<file path="src/rtl/fla_pkg.sv">
`timescale 1ns / 1ps
`default_nettype none
// fla_pkg: widths, limits and status codes of the filter lock arbiter.
// No dependencies; used by filter_lock_arbiter_top.
package fla_pkg;

    localparam int CFG_W          = 5;   // thread_count register width
    localparam int THREAD_W       = 4;   // thread id field width
    localparam int STATUS_W       = 3;
    localparam int LEVEL_OUT_W    = 4;
    localparam int ID_LIMIT       = 16;  // ids that the thread field can carry
    localparam int COUNT_LIMIT    = 31;  // largest value of thread_count
    localparam int DEF_MAX_THREADS = 16;
    localparam int CFG_RESET      = 16;

    localparam logic [STATUS_W-1:0] ST_BLOCKED  = 3'd0;
    localparam logic [STATUS_W-1:0] ST_ADVANCED = 3'd1;
    localparam logic [STATUS_W-1:0] ST_GRANTED  = 3'd2;
    localparam logic [STATUS_W-1:0] ST_RELEASED = 3'd3;
    localparam logic [STATUS_W-1:0] ST_REJECTED = 3'd4;

    localparam logic OP_ACQUIRE = 1'b0;
    localparam logic OP_RELEASE = 1'b1;

endpackage
`default_nettype wire

</file>
<file path="src/rtl/filter_lock_arbiter_top.sv">
`timescale 1ns / 1ps
`default_nettype none
// filter_lock_arbiter_top: filter (Peterson) lock arbiter, one request per item.
// Depends on fla_pkg.
//
//  channel | ports                         | payload
//  --------+-------------------------------+------------------------------------
//  request | s_tvalid s_tready s_tdata s_tuser | tuser: op; tdata: thread
//  result  | m_tvalid m_tready m_tdata     | tdata: status, level_now
//  config  | cfg_we cfg_wdata              | thread_count
//
// A request passes S_LOOK and S_OUT from acceptance until ready returns. An acquire
// of a counted, ungranted thread above level 0 (n_reg > 1) passes S_RESOLVE; if it is
// the victim of its level, a single compare unit scans thread levels, one thread a
// cycle, up to the first one at or above it or the last counted thread (16 at most).
// Ready is high in idle; a result not yet taken stalls the next one in S_OUT.
// Synchronous active-low reset clears levels, victims and held marks at once.
module filter_lock_arbiter_top #(
    parameter int MAX_THREADS = fla_pkg::DEF_MAX_THREADS
) (
    input  wire logic                        aclk,
    input  wire logic                        aresetn,
    input  wire logic                        cfg_we,
    input  wire logic [fla_pkg::CFG_W-1:0]   cfg_wdata,
    input  wire logic                        s_tvalid,
    output logic                             s_tready,
    input  wire logic [7:0]                  s_tdata,   // [3:0] thread, [7:4] zero
    input  wire logic                        s_tuser,   // [0] op
    output logic                             m_tvalid,
    input  wire logic                        m_tready,
    output logic [7:0]                       m_tdata    // [2:0] status, [6:3] level_now
);
    import fla_pkg::*;

    localparam int NT   = (MAX_THREADS < ID_LIMIT) ? MAX_THREADS : ID_LIMIT;
    localparam int NMAX = (MAX_THREADS < COUNT_LIMIT) ? MAX_THREADS : COUNT_LIMIT;
    localparam int TW   = $clog2(NT);
    localparam int LW   = $clog2(NMAX);

    localparam logic [2:0] S_IDLE    = 3'd0;
    localparam logic [2:0] S_LOOK    = 3'd1;
    localparam logic [2:0] S_SCAN    = 3'd2;
    localparam logic [2:0] S_RESOLVE = 3'd3;
    localparam logic [2:0] S_OUT     = 3'd4;

    logic [2:0]          state_reg, state_next;
    logic [CFG_W-1:0]    count_reg;
    logic [LW-1:0]       level_reg [NT];
    logic [TW-1:0]       victim_reg [NMAX];
    logic [NT-1:0]       hold_reg;

    logic                op_reg;
    logic [THREAD_W-1:0] thread_reg;
    logic [CFG_W-1:0]    n_reg, n_eff;
    logic [TW-1:0]       last_reg, last_calc;
    logic [TW-1:0]       scan_reg, scan_next;
    logic [LW-1:0]       lvl_reg, lvl_next;
    logic                blocked_reg, blocked_next;
    logic [STATUS_W-1:0] status_reg, status_next;
    logic [LW-1:0]       lvl_out_reg, lvl_out_next;
    logic                m_valid_reg;
    logic [7:0]          m_data_reg;

    // write strobes into the state arrays
    logic                lvl_we, vic_we, hold_we, hold_wd;
    logic [LW-1:0]       lvl_wd, vic_wa;

    logic [TW-1:0]       t_idx;
    logic [LW-1:0]       lvl_cur;
    logic                out_free, accept;
    logic                scan_hit;

    assign t_idx    = thread_reg[TW-1:0];
    assign lvl_cur  = level_reg[t_idx];
    assign out_free = !m_valid_reg || m_tready;
    assign s_tready = (state_reg == S_IDLE);
    assign accept   = s_tvalid && s_tready;
    assign m_tvalid = m_valid_reg;
    assign m_tdata  = m_data_reg;

    // effective count clamped to 1..NMAX
    always_comb begin
        if (count_reg == '0) begin
            n_eff = CFG_W'(1);
        end else if (count_reg > CFG_W'(NMAX)) begin
            n_eff = CFG_W'(NMAX);
        end else begin
            n_eff = count_reg;
        end
        // last thread worth scanning; ids at or above NT never leave level 0
        if (n_eff > CFG_W'(NT)) begin
            last_calc = TW'(NT - 1);
        end else begin
            last_calc = TW'(n_eff - CFG_W'(1));
        end
    end

    // shared compare unit of the scan
    assign scan_hit = (level_reg[scan_reg] >= lvl_reg) && (scan_reg != t_idx);

    always_comb begin
        state_next   = state_reg;
        scan_next    = scan_reg;
        lvl_next     = lvl_reg;
        blocked_next = blocked_reg;
        status_next  = status_reg;
        lvl_out_next = lvl_out_reg;
        lvl_we       = 1'b0;
        lvl_wd       = '0;
        vic_we       = 1'b0;
        vic_wa       = '0;
        hold_we      = 1'b0;
        hold_wd      = 1'b0;
        unique case (state_reg)
            S_IDLE: begin
                if (accept) begin
                    state_next = S_LOOK;
                end
            end
            S_LOOK: begin
                lvl_next     = lvl_cur;
                blocked_next = 1'b0;
                scan_next    = '0;
                state_next   = S_OUT;
                if ({1'b0, thread_reg} >= n_reg) begin
                    status_next  = ST_REJECTED;
                    lvl_out_next = '0;
                end else if (op_reg == OP_RELEASE) begin
                    lvl_we       = 1'b1;
                    lvl_wd       = '0;
                    hold_we      = 1'b1;
                    hold_wd      = 1'b0;
                    status_next  = ST_RELEASED;
                    lvl_out_next = '0;
                end else if (hold_reg[t_idx]) begin
                    status_next  = ST_GRANTED;
                    lvl_out_next = lvl_cur;
                end else if (n_reg == CFG_W'(1)) begin
                    hold_we      = 1'b1;
                    hold_wd      = 1'b1;
                    status_next  = ST_GRANTED;
                    lvl_out_next = lvl_cur;
                end else if (lvl_cur == '0) begin
                    lvl_we       = 1'b1;
                    lvl_wd       = LW'(1);
                    vic_we       = 1'b1;
                    vic_wa       = LW'(1);
                    status_next  = ST_ADVANCED;
                    lvl_out_next = LW'(1);
                end else if (victim_reg[lvl_cur] != t_idx) begin
                    state_next = S_RESOLVE;
                end else begin
                    state_next = S_SCAN;
                end
            end
            S_SCAN: begin
                if (scan_hit) begin
                    blocked_next = 1'b1;
                    state_next   = S_RESOLVE;
                end else if (scan_reg == last_reg) begin
                    state_next = S_RESOLVE;
                end else begin
                    scan_next = scan_reg + TW'(1);
                end
            end
            S_RESOLVE: begin
                state_next = S_OUT;
                if (blocked_reg) begin
                    status_next  = ST_BLOCKED;
                    lvl_out_next = lvl_reg;
                end else if (CFG_W'(lvl_reg) >= CFG_W'(n_reg - CFG_W'(1))) begin
                    hold_we      = 1'b1;
                    hold_wd      = 1'b1;
                    status_next  = ST_GRANTED;
                    lvl_out_next = lvl_reg;
                end else begin
                    lvl_we       = 1'b1;
                    lvl_wd       = lvl_reg + LW'(1);
                    vic_we       = 1'b1;
                    vic_wa       = lvl_reg + LW'(1);
                    status_next  = ST_ADVANCED;
                    lvl_out_next = lvl_reg + LW'(1);
                end
            end
            S_OUT: begin
                if (out_free) begin
                    state_next = S_IDLE;
                end
            end
            default: begin
                state_next = S_IDLE;
            end
        endcase
    end

    always_ff @(posedge aclk) begin
        if (!aresetn) begin
            state_reg   <= S_IDLE;
            count_reg   <= CFG_W'(CFG_RESET);
            hold_reg    <= '0;
            m_valid_reg <= 1'b0;
            for (int i = 0; i < NT; i++) begin
                level_reg[i] <= '0;
            end
            for (int i = 0; i < NMAX; i++) begin
                victim_reg[i] <= '0;
            end
        end else begin
            state_reg <= state_next;
            if (cfg_we) begin
                count_reg <= cfg_wdata;
            end
            if (lvl_we) begin
                level_reg[t_idx] <= lvl_wd;
            end
            if (vic_we) begin
                victim_reg[vic_wa] <= t_idx;
            end
            if (hold_we) begin
                hold_reg[t_idx] <= hold_wd;
            end
            if (state_reg == S_OUT && out_free) begin
                m_valid_reg <= 1'b1;
            end else if (m_tready) begin
                m_valid_reg <= 1'b0;
            end
        end
    end

    // datapath registers, no reset
    always_ff @(posedge aclk) begin
        if (accept) begin
            op_reg     <= s_tuser;
            thread_reg <= s_tdata[THREAD_W-1:0];
            n_reg      <= n_eff;
            last_reg   <= last_calc;
        end
        scan_reg    <= scan_next;
        lvl_reg     <= lvl_next;
        blocked_reg <= blocked_next;
        status_reg  <= status_next;
        lvl_out_reg <= lvl_out_next;
        if (state_reg == S_OUT && out_free) begin
            m_data_reg <= {1'b0, LEVEL_OUT_W'(lvl_out_reg), status_reg};
        end
    end

endmodule
`default_nettype wire

</file>
<file path="config.mk">
export PLATFORM = sky130hd
export DESIGN_NAME = filter_lock_arbiter_top
export DESIGN_NICKNAME = d
export VERILOG_FILES = /design/src/rtl/fla_pkg.sv /design/src/rtl/filter_lock_arbiter_top.sv
export SDC_FILE = /design/constraint.sdc
export NUM_CORES = 1
export LEC_CHECK = 0
export BUFFER_PORTS_ARGS = -buffer_cell sky130_fd_sc_hd__buf_2
export CAP_MARGIN = 20
export CORE_MARGIN = 3
export CORE_UTILIZATION = 55
export CTS_CLUSTER_DIAMETER = 60
export DETAILED_ROUTE_END_ITERATION = 8
export PLACE_DENSITY = 0.83
export SLEW_MARGIN = 40
export SYNTH_ARGS = -nofsm -noshare
export SYNTH_HDL_FRONTEND = slang
export SYNTH_SLANG_ARGS = --single-unit
export TNS_END_PERCENT = 50
</file>
<file path="constraint.sdc">
create_clock -name aclk -period 8.18 [get_ports aclk]
set_input_delay 1.227 -clock aclk [delete_from_list [all_inputs] [get_ports aclk]]
set_output_delay 1.227 -clock aclk [all_outputs]
set_load 0.02 [all_outputs]
</file>
; ---- After elaboration in Yosys (flattened, before gate mapping)
; Memories as Yosys holds them, arrays and structs flattened. A register that Yosys moved wholly into a read port is not among the register bits.
; Index checks and enable logic that the tools add are counted.
[word_totals]
regBits = 62
ramBits = 128
inputBits = 19
output_inout_bits = 10
elab_cells = 145
n_memories = 2
[memory_table]
columns = name, depth, word_bits, read_ports, rd_clocked_by_memory_dff, write_ports, line
row1 = level_reg, 16, 4, 2, 2, 16, filter_lock_arbiter_top.sv:48  ; logic [LW-1:0] level_reg [NT];
row2 = victim_reg, 16, 4, 1, 0, 16, filter_lock_arbiter_top.sv:49  ; logic [TW-1:0] victim_reg [NMAX];
[classes]
n_addsub = 4
order_cmp = 7
n_eq_ne = 15
mux = 85
n_reduce_logical = 18
[ops]
columns = op, n
row1 = $mux W4, 17
row2 = $mux W3, 14
row3 = $mux W1, 37
row4 = $pmux W4 S2, 3
row5 = $bwmux W16, 1
row6 = $pmux W3 S5, 1
row7 = $ge A4 B5 Y1, 2
row8 = $gt A5 B5 Y1 const B, 2
row9 = $mux W5, 2
row10 = $pmux W1 S2, 5
row11 = $add A4 B1 Y4 const B, 2
row12 = $ne A2 B2 Y1 const B, 4
row13 = $ne A4 B4 Y1, 2
row14 = $reduce_or A4 Y1, 2
row15 = $eq A3 B2 Y1 const B, 2
row16 = $ne A6 B6 Y1 const B, 1
row17 = $pmux W3 S2, 1
row18 = $reduce_and A3 Y1, 2
row19 = $reduce_bool A2 Y1, 3
row20 = $eq A5 B1 Y1 const B, 1
row21 = $logic_not A5 Y1, 1
row22 = $lt A4 B5 Y1 const B, 1
row23 = $sub A5 B1 Y5 const B, 1
row24 = $bmux W1 S4, 1
row25 = 16 further kinds, 21

; ---- Depth between registers and ports, before layout
[logic_depth]
ltp_word = 12
mapped_depth = 15
mapped_depth_nobuf = 12

; ---- Worst setup path after synthesis
; No wires, ideal clock.
[synth_path]
path_kind = reg2reg
from = register with a tool-made name
to = register with a tool-made name
setup_ps = 121
arrival_ps = 3950
required_time_ps = 8059
setup_slack_ps = 4109
path_stages_with_launch = 13
n_path_buf = 2
synth_period_minus_slack_ps = 4071
path_cell_list = dfxtp_1 -> clkbuf_1 -> buf_1 -> mux4_2 -> mux4_2 -> ha_1 -> a21o_1 -> a21o_1 -> a21oi_1 -> a41oi_1 -> or3_1 -> nand2_1 -> mux2_2

==> flow_summary_export.csv <==
group,metric,value,unit
layout,fillers,1333,
floorplan,die_y,142.2,microns
global_route,grt_antenna_before_repair,0,
place,gp_congestion,0.9302,
synthesis,avgSynthCellArea,11.90,sq um
route,routed_wl,23370,microns
route,drc,0,
power,power.density,303.6,nW/um^2
cts,cts_max_level,4,
synthesis,synth_nets,895,
cts,root_buffer,"clkbuf_16",
layout,fin_nets,892,
power,vdd_drop_max,0.1573,mV
sta,fmax,0.2108,GHz
route,via_count,6944,
layout,diodes,0,
setup_path,crit_fanout,20,
global_route,track_usage,0.2381,
cts,cts_tree,"done",
run_status,status,"finished clean",
layout,drive_above_1_share,0.1705,
setup_path,path_cells,"mux2_1 -> mux4_2 -> o21ai_4 -> inv_4 -> nor4_4 -> o2111a_1 -> a21oi_1 -> buf_4 -> nand2b_1 -> o21ai_0",
floorplan,io_pins,29,
synthesis,synth_seq_cells,198,
sta,fin_tns_setup,0,ps
cts,clock_sinks,198,
floorplan,core,18090,sq um
sta,period_needed,4745,ps
synthesis,synth-main-ff-cell,"edfxtp_1",
layout,syn_to_final_growth,8.015,%
sta,hold_viol_final,0,
floorplan,initial_core_util,0.5644,
sta,max_slew_margin,0.4255,
floorplan,die_w,142.2,microns
run,drv_cap,0,
setup_path,crit_required,8250,ps
synthesis,synth.distinct_cells,61,
setup_path,crit_arrival,4810,ps
sta,fin_skew,10.99,ps
global_route,grt_pass1_wl,36780,microns
setup_path,worstSetupStartpointType,"register",
cts,clkTransAtPathRegs,70,ps
cts,cts_buffers,17,
cts,clk_path_buf_depth,2,
sta,finalSetupViolCount,0,
sta,slew_violations,0,
synthesis,ys_warn_count,0,
place,port-buffer-count,23,
route,drtAntennaViolNets,0,
setup_path,cpPeakStageDelay,810,ps
sta,whs,419.8,ps
synthesis,postSynthCellCount,858,
setup_path,crit_path_top_delay_cell,"dfxtp_1",
cts,worstSkewPairLatency,440,ps
cts,postCtsHoldBufs,0,
synthesis,synthArstFlopShare,0,
floorplan,rows,49,
route,viasPerCell,6.330,
floorplan,die_area,20230,sq um
synthesis,synth_seq_area_share,0.5501,
global_route,grt_max_degree,44,
sta,fin_crit_sh,0.5800,
setup_path,critPathKind,"register to register",
route,firstDrtPassIters,5,
cts,post-cts-setup-buffer-count,0,
sta,grt_setup_unrepaired,"no",
cts,cts_resized,0,
route,post_drt_wl_per_cell,21.31,microns
hold_path,min_path_type,"register to register",
global_route,grt_overflow,0,
power,cellLeakagePower,3.933,nW
sta,worst_pin_slew,859.3,ps
synthesis,synth_area,10210,sq um
global_route,grt_pass1_vias,6738,
route,drt-initial-drc-count,869,
synthesis,synth_edf_count,165,
place,dp_hpwl,16010,microns
setup_path,end_kind,"register",
-- cell type report --
| type | count | area, sq um | area share |
|---|---|---|---|
| flip-flops and latches | 198 | 5618 | 0.5095 |
| multi-input cells | 572 | 4180 | 0.3791 |
| clock buffers | 18 | 439.2 | 0.03983 |
| well taps | 229 | 286.5 | 0.02598 |
| repair buffers | 35 | 209.0 | 0.01895 |
| clock inverters | 14 | 172.7 | 0.01566 |
| inverters | 31 | 121.4 | 0.01101 |
-- cell usage after synthesis (all sizes together) (3+ instances only) --
cell	count	share of area
mux2	23	0.026
or2	4	0.0025
nor3	11	0.0054
mux2i	34	0.033
and3	6	0.0037
nand2	58	0.021
nand2b	10	0.0061
xnor2	13	0.011
inv	30	0.012
o31ai	4	0.0029
a21oi	25	0.012
nand4	15	0.0092
ha	18	0.022
a41oi	4	0.0034
or3	6	0.0037
dfxtp	33	0.065
nand3	11	0.0054
a21o	7	0.0051
clkbuf	35	0.013
nor4	4	0.0039
o21a	3	0.0022
a221o	3	0.0029
buf	22	0.016
nor2	155	0.065
mux4	38	0.084
xor2	8	0.0069
o211ai	12	0.0088
o2111ai	6	0.0051
o22ai	3	0.0018
edfxtp	165	0.49
nor2b	14	0.0086
o21ai	44	0.024
and2	19	0.012
-- metrics by stage --
step	power (mW)	setup slack [ps]	area, sq um	utilization	instances
finish	3.348	3435	11030	0.6097	1097
global route	3.490	3194	11030	0.6097	1097
CTS	3.333	3425	11030	0.6096	1097
detailed placement	2.470	3456	10410	0.5758	1065
global placement	2.441	3540	10400	0.5751	1064
floorplan	2.206	4109	10210	-	858
-- final timing paths --
path         cells past startpoint                    start  slack (ps)                         endpoint
max                             10                 register        3440  victim_reg[11][3]$_SDFFCE_PN0P_
min                              0  status_reg[1]$_DFFE_PP_         420             m_tdata[1]$_DFFE_PP_
max reg2reg                     10                 register        3440  victim_reg[11][3]$_SDFFCE_PN0P_
min reg2reg                      0  status_reg[1]$_DFFE_PP_         420             m_tdata[1]$_DFFE_PP_
-- layer usage --
| metal | up-vias | track usage | wire [microns] |
|---|---|---|---|
| met5 | - | 0 | 0 |
| li1 | 3137 | - | - |
| met3 | 58 | 0.05847 | 2219 |
| met2 | 416 | 0.3826 | 11270 |
| met4 | 0 | 0.09242 | 699 |
| met1 | 3333 | 0.3152 | 9185 |
-- power by group --
| part | switching [mW] | leakage (nW) | internal, mW |
|---|---|---|---|
| clock network | 0.380 | 0.294 | 0.493 |
| registers | 0.155 | 1.94 | 1.21 |
| logic | 0.627 | 1.70 | 0.480 |
| total | 1.16 | 3.93 | 2.19 |
-- layout by cell type, fill, tap and decap left out, types with 4 or more instances in the layout --
| master | count |
|---|---|
| or3_1 | 6 |
| nand2b_1 | 10 |
| nor2_4 | 10 |
| and3_1 | 6 |
| nor3_1 | 11 |
| buf_2 | 23 |
| clkbuf_16 | 17 |
| o2111ai_1 | 6 |
| mux4_2 | 38 |
| mux2i_1 | 34 |
| xnor2_1 | 13 |
| a21o_1 | 7 |
| o21ai_0 | 40 |
| edfxtp_1 | 165 |
| xor2_1 | 8 |
| nand3_1 | 11 |
| dfxtp_1 | 31 |
| nand2_1 | 58 |
| inv_1 | 27 |
| ha_1 | 18 |
| o31ai_1 | 4 |
| o211ai_1 | 12 |
| a41oi_1 | 4 |
| mux2_2 | 21 |
| a21oi_1 | 25 |
| and2_1 | 19 |
| nor2_1 | 144 |
| buf_4 | 11 |
| nand4_1 | 15 |
| nor2b_1 | 14 |
-- cells by family after synthesis --
| family | Yosys count | synth area share |
|---|---|---|
| other | 1 | 0.0003673 |
| AO/OA/AOI/OAI | 123 | 0.07930 |
| AND/OR/NAND/NOR | 314 | 0.1468 |
| XOR/XNOR | 21 | 0.01802 |
| buffers and inverters | 88 | 0.04045 |
| flip-flops | 198 | 0.5501 |
| adder cells (fa/ha/maj) | 18 | 0.02206 |
| multiplexers | 95 | 0.1429 |
-- critical path: cells and delay by family, from the launching register on --
| kind | cells | cell delay [ps] |
|---|---|---|
| DFF | 1 | 810 |
| buffers and inverters | 2 | 410 |
| AOI/OAI and AO/OA | 4 | 1320 |
| and+or+nand+nor | 2 | 810 |
| muxes | 2 | 1010 |
Power figures use the tool's default switching activity.
